--- config.mk ---
export PLATFORM = sky130hd
export DESIGN_NAME = relative_spread_flatness_top
export DESIGN_NICKNAME = d
export VERILOG_FILES = /design/src/rtl/rsf_pkg.sv /design/src/rtl/rsf_accum.sv /design/src/rtl/rsf_useq.sv /design/src/rtl/rsf_datapath.sv /design/src/rtl/relative_spread_flatness_top.sv
export SDC_FILE = /design/constraint.sdc
export NUM_CORES = 2
export LEC_CHECK = 0
export BUFFER_PORTS_ARGS = -buffer_cell sky130_fd_sc_hd__buf_2
export CAP_MARGIN = 30
export CORE_ASPECT_RATIO = 1.1
export CORE_MARGIN = 5
export CORE_UTILIZATION = 53
export CTS_CLUSTER_DIAMETER = 40
export DETAILED_ROUTE_END_ITERATION = 16
export PLACE_DENSITY = 0.76
export RECOVER_POWER = 50
export SLEW_MARGIN = 25
export SYNTH_ARGS = -nofsm -noshare
export SYNTH_HDL_FRONTEND = slang
export SYNTH_HIERARCHICAL = 1
export SYNTH_SLANG_ARGS = --single-unit
--- constraint.sdc ---
create_clock -name clk -period 9 [get_ports clk]
set_input_delay 1.35 -clock clk [delete_from_list [all_inputs] [get_ports clk]]
set_output_delay 1.35 -clock clk [all_outputs]
set_load 0.02 [all_outputs]
--- src/rtl/rsf_pkg.sv ---
package rsf_pkg;

  localparam int AMP_W         = 13;
  localparam int SUM_W         = 21;
  localparam int SQ_W          = 32;
  localparam int FLAT_W        = 17;
  localparam int ONE_Q16       = 65536;
  localparam int DEF_NUM_CELLS = 208;

  // restoring divide gives 32 fraction bits, quotient can reach 2^32
  localparam int DIV_STEPS  = 32;
  localparam int Q_W        = DIV_STEPS + 1;
  localparam int SQRT_STEPS = (Q_W + 1) / 2;
  localparam int R_W        = Q_W + 1;

  localparam int STEP_W = 4;
  localparam int LCNT_W = $clog2(DIV_STEPS);

  // program labels
  localparam logic [STEP_W-1:0] ST_IDLE  = STEP_W'(0);
  localparam logic [STEP_W-1:0] ST_SQ    = STEP_W'(1);
  localparam logic [STEP_W-1:0] ST_NQ    = STEP_W'(2);
  localparam logic [STEP_W-1:0] ST_M     = STEP_W'(3);
  localparam logic [STEP_W-1:0] ST_DINIT = STEP_W'(4);
  localparam logic [STEP_W-1:0] ST_CHECK = STEP_W'(5);
  localparam logic [STEP_W-1:0] ST_DIV   = STEP_W'(6);
  localparam logic [STEP_W-1:0] ST_SINIT = STEP_W'(7);
  localparam logic [STEP_W-1:0] ST_SQRT  = STEP_W'(8);
  localparam logic [STEP_W-1:0] ST_EMIT  = STEP_W'(9);

  typedef enum logic [3:0] {
    OP_NOP,
    OP_SQ,
    OP_NQ,
    OP_M,
    OP_DINIT,
    OP_DIV0,
    OP_DIVSTEP,
    OP_SINIT,
    OP_SQRTSTEP,
    OP_EMIT
  } op_t;

  typedef enum logic [2:0] {
    JC_NEXT,
    JC_NOGO,
    JC_INVALID,
    JC_LOOP,
    JC_EMIT
  } jc_t;

  typedef struct packed {
    op_t               op;
    jc_t               jc;
    logic [STEP_W-1:0] target;
    logic              load_cnt;
    logic [LCNT_W-1:0] cnt_value;
  } ctrl_word_t;

  // what the sequencer hands to the rest of the block each cycle
  typedef struct packed {
    op_t  op;
    logic emit;
    logic idle;
  } seq_ctrl_t;

  function automatic ctrl_word_t useq_rom(input logic [STEP_W-1:0] step);
    ctrl_word_t cw;
    cw = '{op: OP_NOP, jc: JC_NEXT, target: ST_IDLE, load_cnt: 1'b0, cnt_value: '0};
    case (step)
      ST_IDLE:  begin cw.jc = JC_NOGO; cw.target = ST_IDLE; end
      ST_SQ:    cw.op = OP_SQ;
      ST_NQ:    cw.op = OP_NQ;
      ST_M:     cw.op = OP_M;
      ST_DINIT: begin
        cw.op        = OP_DINIT;
        cw.load_cnt  = 1'b1;
        cw.cnt_value = LCNT_W'(DIV_STEPS - 1);
      end
      ST_CHECK: begin cw.op = OP_DIV0; cw.jc = JC_INVALID; cw.target = ST_EMIT; end
      ST_DIV:   begin cw.op = OP_DIVSTEP; cw.jc = JC_LOOP; cw.target = ST_DIV; end
      ST_SINIT: begin
        cw.op        = OP_SINIT;
        cw.load_cnt  = 1'b1;
        cw.cnt_value = LCNT_W'(SQRT_STEPS - 1);
      end
      ST_SQRT:  begin cw.op = OP_SQRTSTEP; cw.jc = JC_LOOP; cw.target = ST_SQRT; end
      ST_EMIT:  begin cw.op = OP_EMIT; cw.jc = JC_EMIT; cw.target = ST_IDLE; end
      default:  begin cw.jc = JC_EMIT; cw.target = ST_IDLE; cw.op = OP_NOP; end
    endcase
    return cw;
  endfunction

endpackage

--- src/rtl/rsf_accum.sv ---
module rsf_accum
  import rsf_pkg::*;
#(
  parameter int NUM_CELLS = DEF_NUM_CELLS
) (
  input  logic                    clk,
  input  logic                    rst,
  input  logic                    accept,
  input  logic signed [AMP_W-1:0] amplitude,
  input  logic                    last_cell,
  input  logic                    clear,
  output logic signed [SUM_W-1:0] amplitude_sum,
  output logic [SQ_W-1:0]         square_sum,
  output logic                    overflow_seen,
  output logic                    done
);

  localparam int CNT_W = $clog2(NUM_CELLS + 1);

  logic [CNT_W-1:0]          cell_counter;
  logic [2*AMP_W-1:0]        amp_sq;

  // signed operands are extended to the full product width
  assign amp_sq = amplitude * amplitude;

  always_ff @(posedge clk) begin
    if (rst || clear) begin
      cell_counter  <= '0;
      amplitude_sum <= '0;
      square_sum    <= '0;
      overflow_seen <= 1'b0;
      done          <= 1'b0;
    end else if (accept) begin
      if (cell_counter < CNT_W'(NUM_CELLS)) begin
        amplitude_sum <= amplitude_sum + SUM_W'(amplitude);
        square_sum    <= square_sum + SQ_W'(amp_sq);
        cell_counter  <= cell_counter + CNT_W'(1);
      end else begin
        overflow_seen <= 1'b1;
      end
      if (last_cell) begin
        done <= 1'b1;
      end
    end
  end

endmodule

--- src/rtl/rsf_useq.sv ---
module rsf_useq
  import rsf_pkg::*;
(
  input  logic      clk,
  input  logic      rst,
  input  logic      go,
  input  logic      valid,
  input  logic      can_emit,
  output seq_ctrl_t ctrl
);

  logic [STEP_W-1:0] step, step_next;
  logic [LCNT_W-1:0] loop_cnt, loop_cnt_next;
  ctrl_word_t        cw;

  assign cw = useq_rom(step);

  always_comb begin
    step_next     = step + STEP_W'(1);
    loop_cnt_next = loop_cnt;
    case (cw.jc)
      JC_NEXT:    step_next = step + STEP_W'(1);
      JC_NOGO:    step_next = go ? step + STEP_W'(1) : cw.target;
      JC_INVALID: step_next = valid ? step + STEP_W'(1) : cw.target;
      JC_LOOP: begin
        if (loop_cnt != '0) begin
          step_next     = cw.target;
          loop_cnt_next = loop_cnt - LCNT_W'(1);
        end
      end
      JC_EMIT:    step_next = can_emit ? cw.target : step;
      default:    step_next = ST_IDLE;
    endcase
    if (cw.load_cnt) begin
      loop_cnt_next = cw.cnt_value;
    end
  end

  always_ff @(posedge clk) begin
    if (rst) begin
      step     <= ST_IDLE;
      loop_cnt <= '0;
    end else begin
      step     <= step_next;
      loop_cnt <= loop_cnt_next;
    end
  end

  assign ctrl.op   = cw.op;
  assign ctrl.emit = (cw.op == OP_EMIT) && can_emit;
  assign ctrl.idle = (step == ST_IDLE);

endmodule

--- src/rtl/rsf_datapath.sv ---
module rsf_datapath
  import rsf_pkg::*;
#(
  parameter int NUM_CELLS = DEF_NUM_CELLS
) (
  input  logic                    clk,
  input  logic                    rst,
  input  seq_ctrl_t               ctrl,
  input  logic signed [SUM_W-1:0] amplitude_sum,
  input  logic [SQ_W-1:0]         square_sum,
  output logic                    valid,
  output logic [FLAT_W-1:0]       flatness
);

  localparam int CNT_W = $clog2(NUM_CELLS + 1);
  localparam int S2_W  = 2 * SUM_W - 1;
  localparam int NQ_W  = SQ_W + CNT_W;
  localparam int D_W   = ((NQ_W > S2_W) ? NQ_W : S2_W) + 1;
  localparam int M_W   = S2_W + CNT_W;
  localparam int REM_W = M_W + 1;

  localparam logic [CNT_W-1:0] NCELLS = CNT_W'(NUM_CELLS);

  logic [S2_W-1:0]  sq;
  logic [NQ_W-1:0]  nq;
  logic [M_W-1:0]   m;
  logic [REM_W-1:0] rem;
  logic [Q_W-1:0]   q;
  logic [Q_W-1:0]   x;
  logic [R_W-1:0]   res;
  logic [Q_W-1:0]   sbit;

  logic [D_W-1:0]   d_full;
  logic [D_W-2:0]   d;
  logic [REM_W-1:0] rem_sh;
  logic [R_W:0]     trial;
  logic [FLAT_W:0]  flat_full;

  // n*q - s*s, clamped at zero
  assign d_full    = D_W'(nq) - D_W'(sq);
  assign d         = d_full[D_W-1] ? '0 : d_full[D_W-2:0];
  assign rem_sh    = {rem[REM_W-2:0], 1'b0};
  assign trial     = (R_W+1)'(res) + (R_W+1)'(sbit);
  assign flat_full = (FLAT_W+1)'(ONE_Q16) - (FLAT_W+1)'(res[FLAT_W-1:0]);
  assign flatness  = valid ? flat_full[FLAT_W-1:0] : '0;

  always_ff @(posedge clk) begin
    if (rst) begin
      valid <= 1'b0;
    end else if (ctrl.op == OP_DINIT) begin
      valid <= (amplitude_sum > 0) && ((M_W+1)'(d) <= (M_W+1)'(m));
    end
  end

  always_ff @(posedge clk) begin
    case (ctrl.op)
      OP_SQ: sq <= amplitude_sum * amplitude_sum;
      OP_NQ: nq <= NQ_W'(NCELLS) * NQ_W'(square_sum);
      OP_M:  m  <= M_W'(NCELLS) * M_W'(sq);
      OP_DINIT: begin
        rem <= REM_W'(d);
        q   <= '0;
      end
      OP_DIV0: begin
        if (rem >= REM_W'(m)) begin
          rem <= rem - REM_W'(m);
          q   <= Q_W'(1);
        end
      end
      OP_DIVSTEP: begin
        if (rem_sh >= REM_W'(m)) begin
          rem <= rem_sh - REM_W'(m);
          q   <= {q[Q_W-2:0], 1'b1};
        end else begin
          rem <= rem_sh;
          q   <= {q[Q_W-2:0], 1'b0};
        end
      end
      OP_SINIT: begin
        x    <= q;
        res  <= '0;
        sbit <= {1'b1, {(Q_W-1){1'b0}}};
      end
      OP_SQRTSTEP: begin
        // one result bit per step
        if ((R_W+1)'(x) >= trial) begin
          x   <= Q_W'((R_W+1)'(x) - trial);
          res <= (res >> 1) + R_W'(sbit);
        end else begin
          res <= res >> 1;
        end
        sbit <= sbit >> 2;
      end
      default: ;
    endcase
  end

endmodule

--- src/rtl/relative_spread_flatness_top.sv ---
// accepts one amplitude per cycle while an event streams in
// after the item with tlast, the microcode program runs its setup steps (square, n*q, m,
// divide init, check), 32 divide steps, square-root init and 17 square-root steps, then emit
// when the sum is not positive or the spread exceeds the mean, check jumps straight to emit
// no input is taken from the last item until its result enters the output register
// synchronous reset clears the accumulators, returns the program to idle, empties the output
module relative_spread_flatness_top
  import rsf_pkg::*;
#(
  parameter int NUM_CELLS = DEF_NUM_CELLS
) (
  input  logic        clk,
  input  logic        rst,
  input  logic        s_tvalid,
  output logic        s_tready,
  input  logic [15:0] s_tdata,   // [12:0] amplitude
  input  logic        s_tlast,
  output logic        m_tvalid,
  input  logic        m_tready,
  output logic [23:0] m_tdata,   // [16:0] flatness
  output logic [1:0]  m_tuser    // [0] result_valid, [1] excess_cells
);

  seq_ctrl_t               ctrl;
  logic                    accept;
  logic                    done;
  logic signed [SUM_W-1:0] amplitude_sum;
  logic [SQ_W-1:0]         square_sum;
  logic                    overflow_seen;
  logic                    dp_valid;
  logic [FLAT_W-1:0]       dp_flatness;
  logic                    can_emit;

  logic                    out_valid;
  logic                    out_result_valid;
  logic [FLAT_W-1:0]       out_flatness;
  logic                    out_excess;

  assign s_tready = ctrl.idle && !done;
  assign accept   = s_tvalid && s_tready;
  assign can_emit = !out_valid || m_tready;

  rsf_accum #(.NUM_CELLS(NUM_CELLS)) u_accum (
    .clk           (clk),
    .rst           (rst),
    .accept        (accept),
    .amplitude     ($signed(s_tdata[AMP_W-1:0])),
    .last_cell     (s_tlast),
    .clear         (ctrl.emit),
    .amplitude_sum (amplitude_sum),
    .square_sum    (square_sum),
    .overflow_seen (overflow_seen),
    .done          (done)
  );

  rsf_useq u_useq (
    .clk      (clk),
    .rst      (rst),
    .go       (done),
    .valid    (dp_valid),
    .can_emit (can_emit),
    .ctrl     (ctrl)
  );

  rsf_datapath #(.NUM_CELLS(NUM_CELLS)) u_datapath (
    .clk           (clk),
    .rst           (rst),
    .ctrl          (ctrl),
    .amplitude_sum (amplitude_sum),
    .square_sum    (square_sum),
    .valid         (dp_valid),
    .flatness      (dp_flatness)
  );

  always_ff @(posedge clk) begin
    if (rst) begin
      out_valid <= 1'b0;
    end else if (ctrl.emit) begin
      out_valid <= 1'b1;
    end else if (m_tready) begin
      out_valid <= 1'b0;
    end
  end

  always_ff @(posedge clk) begin
    if (ctrl.emit) begin
      out_result_valid <= dp_valid;
      out_flatness     <= dp_flatness;
      out_excess       <= overflow_seen;
    end
  end

  assign m_tvalid = out_valid;
  assign m_tdata  = {{(24-FLAT_W){1'b0}}, out_flatness};
  assign m_tuser  = {out_excess, out_result_valid};

  // an invalid result carries zero flatness
  assert property (@(posedge clk) disable iff (rst)
    m_tvalid && !m_tuser[0] |-> m_tdata[16:0] == 17'd0)
    else $error("invalid result with nonzero flatness");

  // flatness never exceeds 1.0
  assert property (@(posedge clk) disable iff (rst)
    m_tvalid |-> m_tdata[16:0] <= 17'(ONE_Q16))
    else $error("flatness above one");

  // the closing transaction of an event stops intake until the result is loaded
  assert property (@(posedge clk) disable iff (rst)
    s_tvalid && s_tready && s_tlast |=> !s_tready)
    else $error("input taken during result computation");

  // results are loaded from the emit step only once an event has finished
  assert property (@(posedge clk) disable iff (rst)
    ctrl.emit |-> done)
    else $error("result emitted without a finished event");

endmodule

==> impl_results.md <==
- Clock buffer depth: 3
- PD cells: about 330 nW/µm²
- Clock sinks: 380
- GP Congestion: ~0.96
- Crit Path Category: reg2reg
- All-layer global routing usage: between 20% and 30%
- Sequential share of the synthesized area: 18.8%
- Mean Syn Cell Area: slightly below 9 µm²
- RSZ-0062 raised after global routing: false
- Drc violations: 0
- EDFF count, synth: approximately 310
- Core area: 107000 µm²
- Pin count of the biggest net entering global routing: 69
- Iter 0 DRT Violations: just under 3k
- Maxcap violations: 7
- Die area: around 110000 µm²
- Placed Instance Area: 58500 µm²
- DR WL/cell: around 18 µm
- Final setup fails: 0
- Fraction of layout cells with a size suffix above 1: under 10%
- Hold WC Path Type: reg2reg
- Die height: ~350 µm
- Remaining global-route overflow: 0
- Final hold violation count: 0
- CTS H-Tree Depth: 3
- Initial Util: 53.2%
- Clk Latency, worst-skew pair: about 0.63 ns
- Slew headroom: -77.5%
- Drt pass-1 iters: 5
- Tcrit/Tclk final: approximately nine tenths
- Yosys warning count: 6
- I/O pins: between 40 and 50
- Main combinational cell family by area after synthesis: adder cells
- Crit. End Element: register
- Fin area: between 60000 and 70000 µm²
- CTS resizes: 0
- First-pass GRT wire length: 232 mm
- Post-route ant nets: 0
- Worst-margin pin slew: between 2 and 3 ns
- Slew Viols, Final: about 320
- Synth Flop Type: edfxtp_1
- Mux share of post-synthesis cell area: less than 1%
- Worst-case reg-to-reg path depth: 27
- Post-Synth XOR/XNOR Area: under 10%
- Vias in the first global route: between 40k and 50k
- Worst-path fanout max: 12
- Peak Freq: about 120 MHz
- Overall Power: around 20 mW
- Total CTS buffers: 66
- Post-synthesis adder-cell area fraction: between 30 and 40%
- Clock Pin Slew Worst Setup and Hold Paths: 0.06 ns
- Row count: ~130
- Initial antenna violation count: 1
- CTS root buf: clkbuf_16
- CP required: approximately 9.4 ns
- Worst Path Arrival: about 8.4 ns
- Port buffer count: 38
- Detailed-route via count: 44.6k
- Leakage power: ~30 nW
- TritonCTS clock tree: yes
- Synth Area in Compound Gates: around 16%
- WL final: between 100 and 150 mm
- P&R area growth vs syn: 6.69%
- Syn Std Cell Area: 56900 µm²
- Vias per cell: 5.67
- Yosys reg bits: between 300 and 400
- Fin crit period: 8.04 ns
- Layout Nets: between 7k and 8k
- Maximum VDD drop: approximately 500 µV
- Post-synthesis cell type count: 115
- Synthesized instance count: around 6.4k
- Simple-Gate Fraction of Synth Area: roughly 14%
- Die extent in x: approximately 320 µm
- Asr flop ratio synth: 0%
- Setup TNS: 0 ns
- Status: finished with violations
- Max Clock Skew: roughly 0.048 ns
- Worst Setup Start Kind: register
- Failing checks: max-capacitance violations, max-slew violations
- Detailed Place HPWL: around 110 mm
- Hold_buf cts: 0
- Setup Buffers After CTS: 0
- Hold Path Depth: 0
==> per-stage QoR <==
stage / std cells / setup slack, ns / hold slack (ns) / util, %
5_1_grt: 7874 / 0.444 / 0.467 / 56.7
2_1_floorplan: 6434 / 1.08 / 0.409 / -
4_1_cts: 7874 / 0.961 / 0.438 / 56.9
3_5_place_dp: 7752 / 0.344 / 0.421 / 54.8
3_3_place_gp: 7751 / 0.482 / 0.420 / 54.8
6_report: 7875 / 0.959 / 0.439 / 56.7
==> cell usage after synthesis (all sizes together), types with 25 or more instances <==
library cell / number / share of area, %
mux2i: 45 / 0.79
xnor2: 237 / 3.7
edfxtp: 306 / 16
and3: 70 / 0.77
nand2: 531 / 3.5
nor3: 83 / 0.73
nor2: 400 / 2.6
o21a: 41 / 0.54
o211ai: 30 / 0.40
a211oi: 73 / 0.99
inv: 1213 / 8.0
nor2b: 48 / 0.54
ha: 643 / 14
a21oi: 383 / 3.4
fa: 618 / 22
o31ai: 35 / 0.50
o21bai: 55 / 0.73
clkbuf: 147 / 0.99
dfxtp: 74 / 2.6
a31o: 25 / 0.40
xor2: 147 / 2.3
nor4: 31 / 0.36
a21o: 202 / 2.7
a31oi: 57 / 0.63
buf: 44 / 0.48
nand2b: 47 / 0.53
nand4: 60 / 0.66
nand3: 105 / 0.93
o21ai: 255 / 2.2
and2: 133 / 1.5
==> cell families (layout without fill, tap and decap cells) <==
group | after synthesis | count (layout)
AND/OR/NAND/NOR | 1606 | 1606
buffers and inverters | 1406 | 1438
AO/OA/AOI/OAI | 1342 | 1342
adder cells (fa/ha/maj) | 1261 | 1261
XOR/XNOR | 384 | 384
flip-flops | 380 | 380
multiplexers | 48 | 48
other | 1 | 8
==> metal layers <==
layer / vias up / wire, µm / track usage (%) / part of all wire, %
li1: 21500 / - / - / -
met1: 21600 / 57300 / 30.7 / 41
met2: 1191 / 69800 / 43.2 / 50
met3: 330 / 6770 / 2.85 / 4.8
met4: 0 / 6890 / 10.7 / 4.9
met5: - / 0 / 0 / 0
==> path summary, 6_finish.rpt <==
path	from	end	slack (ns)
max	u_accum/amplitude_sum[5]	u_datapath/sq[38]	0.96
min	u_accum/overflow_seen	out_excess	0.44
max reg2reg	u_accum/amplitude_sum[5]	u_datapath/sq[38]	0.96
min reg2reg	u_accum/overflow_seen	out_excess	0.44
==> area by class of cell <==
| type | instances | area [µm²] |
|---|---|---|
| Timing Repair Buffer | 101 | 601 |
| Clock inverter | 50 | 559 |
| Fill cell | 9284 | 46200 |
| Clock buffer | 72 | 1710 |
| Antenna cell | 1 | 2.50 |
| Multi-Input combinational cell | 4648 | 40800 |
| Sequential cell | 380 | 10700 |
| Inverter | 1215 | 4560 |
| Tap cell | 1408 | 1760 |
==> layout by cell type, fill, tap and decap left out, drive strengths merged, types with 31 or more instances in the layout <==
cell / count
a31oi: 57
nor4: 31
o21ai: 255
nand2b: 47
inv: 1230
and2: 133
o31ai: 35
xnor2: 237
fa: 618
xor2: 147
a211oi: 73
nor2b: 48
a21oi: 383
clkbuf: 106
nor3: 83
nand4: 60
nand2: 531
o21bai: 55
o21a: 41
and3: 70
dfxtp: 74
nor2: 400
ha: 643
a21o: 202
nand3: 105
buf: 67
mux2i: 45
edfxtp: 306
==> worst max-delay path, cell delays in order (launching register included) <==
cell	delay (ns)
dfxtp_1	0.69
inv_1	0.33
nor2_1	0.28
fa_1	0.51
ha_1	0.31
a21oi_1	0.10
fa_1	0.52
inv_1	0.06
fa_1	0.49
inv_1	0.05
fa_1	0.47
inv_1	0.05
fa_1	0.54
inv_1	0.06
fa_1	0.56
inv_1	0.05
ha_1	0.39
a21oi_1	0.18
o21ai_0	0.09
a21oi_1	0.30
a21oi_1	0.17
o32ai_1	0.28
buf_4	0.21
o31ai_1	0.11
a21oi_1	0.33
o21bai_1	0.17
a41oi_1	0.26
xnor2_1	0.24
==> where the power goes <==
group / internal [mW] / switching [mW]
sequential: 2.40 / 0.204
clock: 1.50 / 1.04
combinational: 6.05 / 8.75
==> flip-flops by register name, summed over array words and instances (netlist names), 4 cells and up <==
name	count
u_datapath/m	44
out_flatness	17
u_accum/cell_counter	8
u_datapath/x	33
u_accum/square_sum	32
u_datapath/rem	50
u_accum/amplitude_sum	21
u_datapath/nq	36
u_datapath/res	34
u_useq/step	4
u_useq/loop_cnt	5
u_datapath/q	33
u_datapath/sbit	17
u_datapath/sq	40
(Power assumes the default switching activity.)
